$ cat src/hw/rtl/assert_macros.svh
// Assertion macros shared by the RTL modules.
`ifndef ASSERT_MACROS_SVH
`define ASSERT_MACROS_SVH
`ifndef SYNTHESIS
`define ASSERT_AT(label, clk, rst_n, prop) \
    label: assert property (@(posedge clk) disable iff (!rst_n) prop) \
        else $error("assertion failed");
`define ASSERT_NEVER(label, clk, rst_n, cond) \
    label: assert property (@(posedge clk) disable iff (!rst_n) !(cond)) \
        else $error("forbidden condition seen");
`else
`define ASSERT_AT(label, clk, rst_n, prop)
`define ASSERT_NEVER(label, clk, rst_n, cond)
`endif
`endif

$ cat src/hw/rtl/lzwte_pkg.sv
// Types and constants of the LZW trie encoder.
`default_nettype none
package lzwte_pkg;

    localparam int LIMIT_W     = 13;
    localparam int LIMIT_RESET = 4096;
    localparam int EOS_CODE    = 256;
    localparam int FIRST_FREE  = 257;
    localparam int Q_DEPTH     = 4;
    localparam int Q_PTR_W     = 2;
    localparam int Q_CNT_W     = 3;

    typedef struct packed {
        logic       eos;
        logic [7:0] sym;
    } item_t;

    typedef struct packed {
        logic  valid;
        item_t item;
    } queue_out_t;

    typedef enum logic [2:0] {
        S_CLEAR,
        S_IDLE,
        S_CHILD,
        S_SIB,
        S_MISS,
        S_LINK,
        S_EMIT_PHR,
        S_EMIT_EOS
    } state_t;

endpackage
`default_nettype wire

$ cat src/hw/rtl/lzwte_front.sv
// Input stage: accepts stream items, classifies them and queues them for the engine.
`default_nettype none
`include "assert_macros.svh"
module lzwte_front (
    input  wire logic                aclk,
    input  wire logic                aresetn,
    input  wire logic                s_tvalid,
    output logic                     s_tready,
    input  wire logic [7:0]          s_tdata,   // [7:0] data_byte
    input  wire logic                s_tuser,   // [0] func
    input  wire logic                init_done,
    output lzwte_pkg::queue_out_t    q_out,
    input  wire logic                q_pop
);
    import lzwte_pkg::*;

    item_t               q_mem_reg [Q_DEPTH];
    logic [Q_PTR_W-1:0]  wr_ptr_reg, wr_ptr_next;
    logic [Q_PTR_W-1:0]  rd_ptr_reg, rd_ptr_next;
    logic [Q_CNT_W-1:0]  count_reg, count_next;
    logic                push;
    item_t               in_item;

    assign s_tready    = init_done && (count_reg != Q_CNT_W'(Q_DEPTH));
    assign push        = s_tvalid && s_tready;
    assign in_item.eos = s_tuser;
    assign in_item.sym = s_tdata;

    assign q_out.valid = (count_reg != '0);
    assign q_out.item  = q_mem_reg[rd_ptr_reg];

    always_comb begin
        wr_ptr_next = push  ? wr_ptr_reg + Q_PTR_W'(1) : wr_ptr_reg;
        rd_ptr_next = q_pop ? rd_ptr_reg + Q_PTR_W'(1) : rd_ptr_reg;
        count_next  = count_reg;
        if (push && !q_pop) begin
            count_next = count_reg + Q_CNT_W'(1);
        end else if (!push && q_pop) begin
            count_next = count_reg - Q_CNT_W'(1);
        end
    end

    always_ff @(posedge aclk) begin
        if (!aresetn) begin
            wr_ptr_reg <= '0;
            rd_ptr_reg <= '0;
            count_reg  <= '0;
        end else begin
            wr_ptr_reg <= wr_ptr_next;
            rd_ptr_reg <= rd_ptr_next;
            count_reg  <= count_next;
        end
    end

    always_ff @(posedge aclk) begin
        if (push) begin
            q_mem_reg[wr_ptr_reg] <= in_item;
        end
    end

    `ASSERT_AT(a_no_input_before_init, aclk, aresetn, !init_done |-> !s_tready)
    `ASSERT_NEVER(a_no_pop_when_empty, aclk, aresetn, q_pop && (count_reg == '0))
    `ASSERT_AT(a_count_up_on_push, aclk, aresetn, (push && !q_pop) |=> (count_reg == $past(count_reg) + Q_CNT_W'(1)))

endmodule
`default_nettype wire

$ cat config.mk
export PLATFORM = sky130hd
export DESIGN_NAME = lzwte_front
export DESIGN_NICKNAME = d
export VERILOG_FILES = /design/src/hw/rtl/lzwte_pkg.sv /design/src/hw/rtl/lzwte_front.sv
export VERILOG_INCLUDE_DIRS = /design/src /design/src/hw/rtl
export SDC_FILE = /design/constraint.sdc
export NUM_CORES = 1
export LEC_CHECK = 0
export ABC_AREA = 0
export BUFFER_PORTS_ARGS = -buffer_cell sky130_fd_sc_hd__buf_2
export CORE_ASPECT_RATIO = 0.6
export CORE_MARGIN = 2
export CORE_UTILIZATION = 45
export DETAILED_ROUTE_END_ITERATION = 7
export GPL_ROUTABILITY_DRIVEN = 0
export PLACE_DENSITY = 0.65
export SYNTH_ARGS = -nofsm -noshare
export SYNTH_HDL_FRONTEND = slang
export SYNTH_SLANG_ARGS = --single-unit
$ cat constraint.sdc
create_clock -name aclk -period 6.2 [get_ports aclk]
set_clock_uncertainty 0.05 [all_clocks]
set_input_delay 0.31 -clock aclk [delete_from_list [all_inputs] [get_ports aclk]]
set_output_delay 0.31 -clock aclk [all_outputs]
set_load 0.02 [all_outputs]
==> results of run 1 <==
## logic make-up after synthesis
group                      count (synthesis)
xor gates and xnor gates                   4
buffers and inverters                      7
AOI/OAI and AO/OA                          4
DFF                                       45
adders and majority gates                  6
and+or+nand+nor                           18
muxes                                     12
## per-layer routing
metal,up-vias,share of wire
li1,412,-
met1,419,0.48
met2,19,0.46
met3,6,0.047
met4,0,0.012
met5,-,0
## cell type report
type,instances,share of cell area
Sequential cell,45,0.623
Timing Repair Buffer,24,0.0593
Inverter,4,0.00742
Clock inverter,2,0.00742
Clock buffer,6,0.0358
Tap cell,47,0.0290
Multi-Input combinational cell,44,0.238
## placed cells by master, fill, tap and decap left out
cell type,synthesis,final
nor2b_1,1,1
mux2i_1,3,3
or3_1,2,2
a21boi_1,1,1
fa_1,1,1
a21oi_4,1,1
clkbuf_1,1,1
dfxtp_1,9,9
edfxtp_1,36,36
clkbuf_8,0,5
ha_1,5,5
xor2_1,2,2
a21boi_0,1,1
buf_2,0,24
clkinvlp_4,0,2
o21ai_0,1,1
inv_1,4,4
xnor2_1,2,2
nand2_1,6,6
mux4_2,9,9
and2_1,8,8
nor2_1,1,1
## worst max-delay path: stages, from the launching register on
cell and delay [ps]:
dfxtp_1 730, mux4_2 600, buf_2 180
## power by group
group | switching [mW] | leakage [nW] | internal [mW]
logic | 0.0447 | 0.280 | 0.0392
registers | 0.0148 | 0.401 | 0.341
clock network | 0.0989 | 0.0374 | 0.0794
## path summary, 6_finish.rpt
check                      from              end  slack, ps  cells past startpoint
hold / removal       s_tdata[2]  q_mem_reg[3][2]        170                      1
setup / recovery      flip-flop         q_out[1]       4030                      2
hold reg to reg   wr_ptr_reg[1]    wr_ptr_reg[1]        450                      2
setup reg to reg   count_reg[0]     count_reg[2]       4070                      8
==> results.yml, run 1 <==
synthesis:
  synth_area_leaders: "edfxtp_1 (61%), mux4_2 (11%), dfxtp_1 (10%)"
  netlist.area_leader.share: 0.608
  async_flop_share: 0
  synth_most_common_cell: "edfxtp_1"
  yosysSeqAreaShare: 0.709
  synth_flop_cell: "edfxtp_1"
  synth_nets: 116
  ys_seq_elements: 45
  synth_compound_area_frac: 0.0204
  syn_area_um2: 1780
  synth_top_family_by_area: "multiplexers"
  yosysWarnings: 0
  synth_edf_count: 36
  yosys-top-cells-count: "edfxtp_1 (36), dfxtp_1 (9), mux4_2 (9), and2_1 (8), nand2_1 (6)"
  postSynthCellCount: 96
  synth_largest_area_cell: "edfxtp_1"
  syn_area_per_cell_um2: 18.5
  synth.distinct_cells: 21
  synth_xor_area_frac: 0.0197
  synthSimpleGateAreaFrac: 0.0535
  yosys-mux-area-fraction: 0.131
  synthAdderAreaFrac: 0.0464
cts:
  clk_pin_slew_ps: 80
  cts_inserted_buffers: 5
  clk_latency_ps: 300
  cts_buffer_depth: 2
  cts-root-buf: "clkbuf_8"
  hold_buffers: 0
  cts_num_sinks: 45
  ctsResizeCount: 0
  cts_tree: "built"
  h-tree-depth: 2
  postCtsSetupBuffers: 0
global_routing:
  grt.overflow.total: 0
  grt_use_total: 0.140
  grt_use_met3: 0.0740
  met1_usage: 0.174
  busiest_layer: "met2"
  antenna_found_initial: 0
  use_met2: 0.203
  grt_pass1_vias: 825
  grt_pass1_wl_mm: 4.24
  grt_max_degree: 15
placed_design:
  dpl-instance-area_um2: 1940
  pre_cts_slack_ps: 4060
  hpwl_mm: 1.88
  numPortBuffers: 24
  dp_cells: 164
layout:
  largest_register_ffs: 36
  multiInputGateArea_um2: 482
  design_area_um2: 2020
  layout-area-overhead-vs-synth_pct: 13.9
  seqCellArea_um2: 1260
  final_cells: 172
  nFillCells: 287
  drive_gt1_frac: 0.328
  layout.nets: 144
  num_antenna_cells: 0
  fin_util: 0.544
drt:
  drtPass1Iterations: 4
  drtIter0Drc: 42
  routed_via_density: 4.98
  wl_mm: 2.69
  ant_nets: 0
  wl_per_cell_um: 15.6
  vias: 856
  drc: 0
timing:
  whs_ps: 170
  finalCritPeriodShare: 0.349
  fin_crit_ps: 2170
  rsz0062_at_grt: "no"
  setup_violations: 0
  worst_pin_slew_ps: 628
  max-slew-margin-rel: 0.581
  hold_violations: 0
  tns_ps: 0
  setup_ws_ps: 4030
  fmax_mhz: 462
  finalMaxSlewViolations: 0
setup_path:
  cp.arrival_ps: 1810
  criticalPathCategory: "flip-flop to output pin"
  cp_max_fo: 9
  cp-end-kind: "output pin"
  crit_required_ps: 5840
  start_kind: "flip-flop"
floorplan:
  die_w_um: 85.2
  placementRows: 17
  die_height_um: 52.7
  die_area_um2: 4490
  start_util: 0.478
  top_level_ports: 25
  coreArea_um2: 3720
power:
  peakVddDrop_v: 0.000143
  p_per_area_nw_per_um2: 305
  power_mw: 0.618
  leakage_nw: 0.718
min_path:
  holdCritPathClass: "input pin to flip-flop"
run:
  maxCapViolations: 0
outcome:
  status: "finished, final reports clean"
No activity file was read; power rests on OpenSTA's default activity.
==> run 2, diff against run 1 <==
- ABC_AREA: 0 -> 1
- PLACE_DENSITY: 0.65 -> not set
- clock period: 6.2 -> 2.15 ns (I/O delays scaled with it)
==> results.yml, run 2 <==
floorplan:
  die_height_um: 54.8
  coreArea_um2: 4120
  start_util: 0.470
  placementRows: 18
  die_area_um2: 4870
  die_w_um: 88.7
  top_level_ports: 25
global_routing:
  grt.overflow.total: 0
  antenna_found_initial: 0
  grt_max_degree: 20
  grt_pass1_wl_mm: 5.24
  grt_pass1_vias: 1132
  grt_use_total: 0.152
power:
  leakage_nw: 0.909
  peakVddDrop_v: 0.000440
  power_mw: 1.88
  p_per_area_nw_per_um2: 809
layout:
  largest_register_ffs: 36
  final_cells: 255
  mostFrequentLayoutCell: "edfxtp_1"
  final_cell_mix: "edfxtp_1 (36), buf_2 (24), nor2_1 (21), o21ai_0 (20), inv_1 (16)"
  seqCellArea_um2: 1260
  num_antenna_cells: 0
  drive_gt1_frac: 0.318
  layout-area-overhead-vs-synth_pct: 19.8
  layout.nets: 215
  fin_util: 0.563
  design_area_um2: 2320
  nFillCells: 350
  multiInputGateArea_um2: 556
drt:
  drc: 0
  drtIter0Drc: 47
  routed_via_density: 4.66
  drtPass1Iterations: 3
  ant_nets: 0
  vias: 1189
  wl_per_cell_um: 12.5
  wl_mm: 3.20
timing:
  fmax_mhz: 546
  setup_ws_ps: 317
  setup_violations: 0
  finalCritPeriodShare: 0.853
  max-slew-margin-rel: 0.724
  hold_violations: 0
  rsz0062_at_grt: "no"
  worst_pin_slew_ps: 414
  whs_ps: 49.9
  finalMaxSlewViolations: 0
  tns_ps: 0
  fin_crit_ps: 1830
synthesis:
  synth_area_leaders: "edfxtp_1 (56%), dfxtp_1 (9.3%), o22ai_2 (5.8%)"
  postSynthCellCount: 153
  synth_largest_area_cell: "edfxtp_1"
  syn_area_um2: 1940
  yosysSeqAreaShare: 0.651
  synth_flop_cell: "edfxtp_1"
  syn_area_per_cell_um2: 12.7
  netlist.area_leader.share: 0.558
  yosys-top-cells-count: "edfxtp_1 (36), nor2_1 (21), o21ai_0 (20), inv_1 (16)"
  ys_seq_elements: 45
  synth_edf_count: 36
  async_flop_share: 0
  synth_most_common_cell: "edfxtp_1"
  synth.distinct_cells: 21
  synth_nets: 173
  yosysWarnings: 0
cts:
  cts_buffer_depth: 2
  cts_num_sinks: 45
  clk_pin_slew_ps: 70
  ctsResizeCount: 0
  clk_latency_ps: 290
  cts-root-buf: "clkbuf_8"
  cts_inserted_buffers: 5
  h-tree-depth: 2
  cts_tree: "built"
setup_path:
  cp-end-kind: "flip-flop"
  cp.arrival_ps: 1970
  cp_max_fo: 7
  criticalPathCategory: "flip-flop to flip-flop"
  crit_required_ps: 2280
  rrSetupSlack_ps: 320
  start_kind: "flip-flop"
  reg2regPathDepth: 9
min_path:
  holdCritPathClass: "input pin to flip-flop"
  holdPathStages: 3
run:
  maxCapViolations: 0
placed_design:
  numPortBuffers: 24
  dp_cells: 239
  dpl-instance-area_um2: 2130
  pre_cts_slack_ps: 338
  hpwl_mm: 2.25
outcome:
  status: "finished, final reports clean"
==> run 2: cell count changes after synthesis, moves of 3 or more <==
cell,change
nor2_1,+20
o21ai_0,+19
inv_1,+12
nor2_2,+10
mux4_2,-9
o22ai_2,+9
and2_1,-8
nand2_1,+4
mux2i_1,-3
==> run 2: path summary, 6_finish.rpt <==
path / start / to
worst max-delay path: count_reg[1] / count_reg[1]
worst min-delay path: aresetn / count_reg[2]
worst max register to register: count_reg[1] / count_reg[1]
worst min register to register: rd_ptr_reg[1] / rd_ptr_reg[1]
==> run 2: worst max-delay path, stage by stage, from the launching register on <==
cell and delay (ps):
dfxtp_1 350, nor2_2 200, nand2_4 90, nand3_4 90
inv_1 50, ha_1 190, inv_1 90, fa_1 400
o21ai_0 160, nor2_1 60
==> run 2: cells by family after synthesis <==
family | share of synthesized area
AOI/OAI and AO/OA | 0.128
adders and majority gates | 0.0426
buffers and inverters | 0.0626
DFF | 0.651
and+or+nand+nor | 0.116
==> run 2: repair_timing <==
item / in CTS / in global routing
hold buffers: 9 / 0
setup buffers: 0 / 0
endpoints found under the hold margin: 36 / 0
==> run 2: final cells by class <==
cell class	instances	area share
sequential	45	0.543
multi-input combinational	86	0.239
timing repair buffer	38	0.107
inverter	19	0.0339
tap	60	0.0323
clock buffer	5	0.0296
clock inverter	2	0.0151
==> run 2: metal layers <==
layer  global-route usage  share of wire  vias to the layer above
met5                    0              0                        -
met4               0.0530         0.0097                        0
met3               0.0452          0.033                        5
met2                0.244           0.43                       22
met1                0.200           0.52                      549
li1                     -              -                      613
==> run 2: power breakdown <==
part | switching (mW) | internal (mW) | leakage, nW | total, mW
combinational | 0.171 | 0.105 | 0.454 | 0.277
clock | 0.262 | 0.338 | 0.0540 | 0.600
sequential | 0.0237 | 0.977 | 0.401 | 1.00
total | 0.458 | 1.42 | 0.909 | 1.88
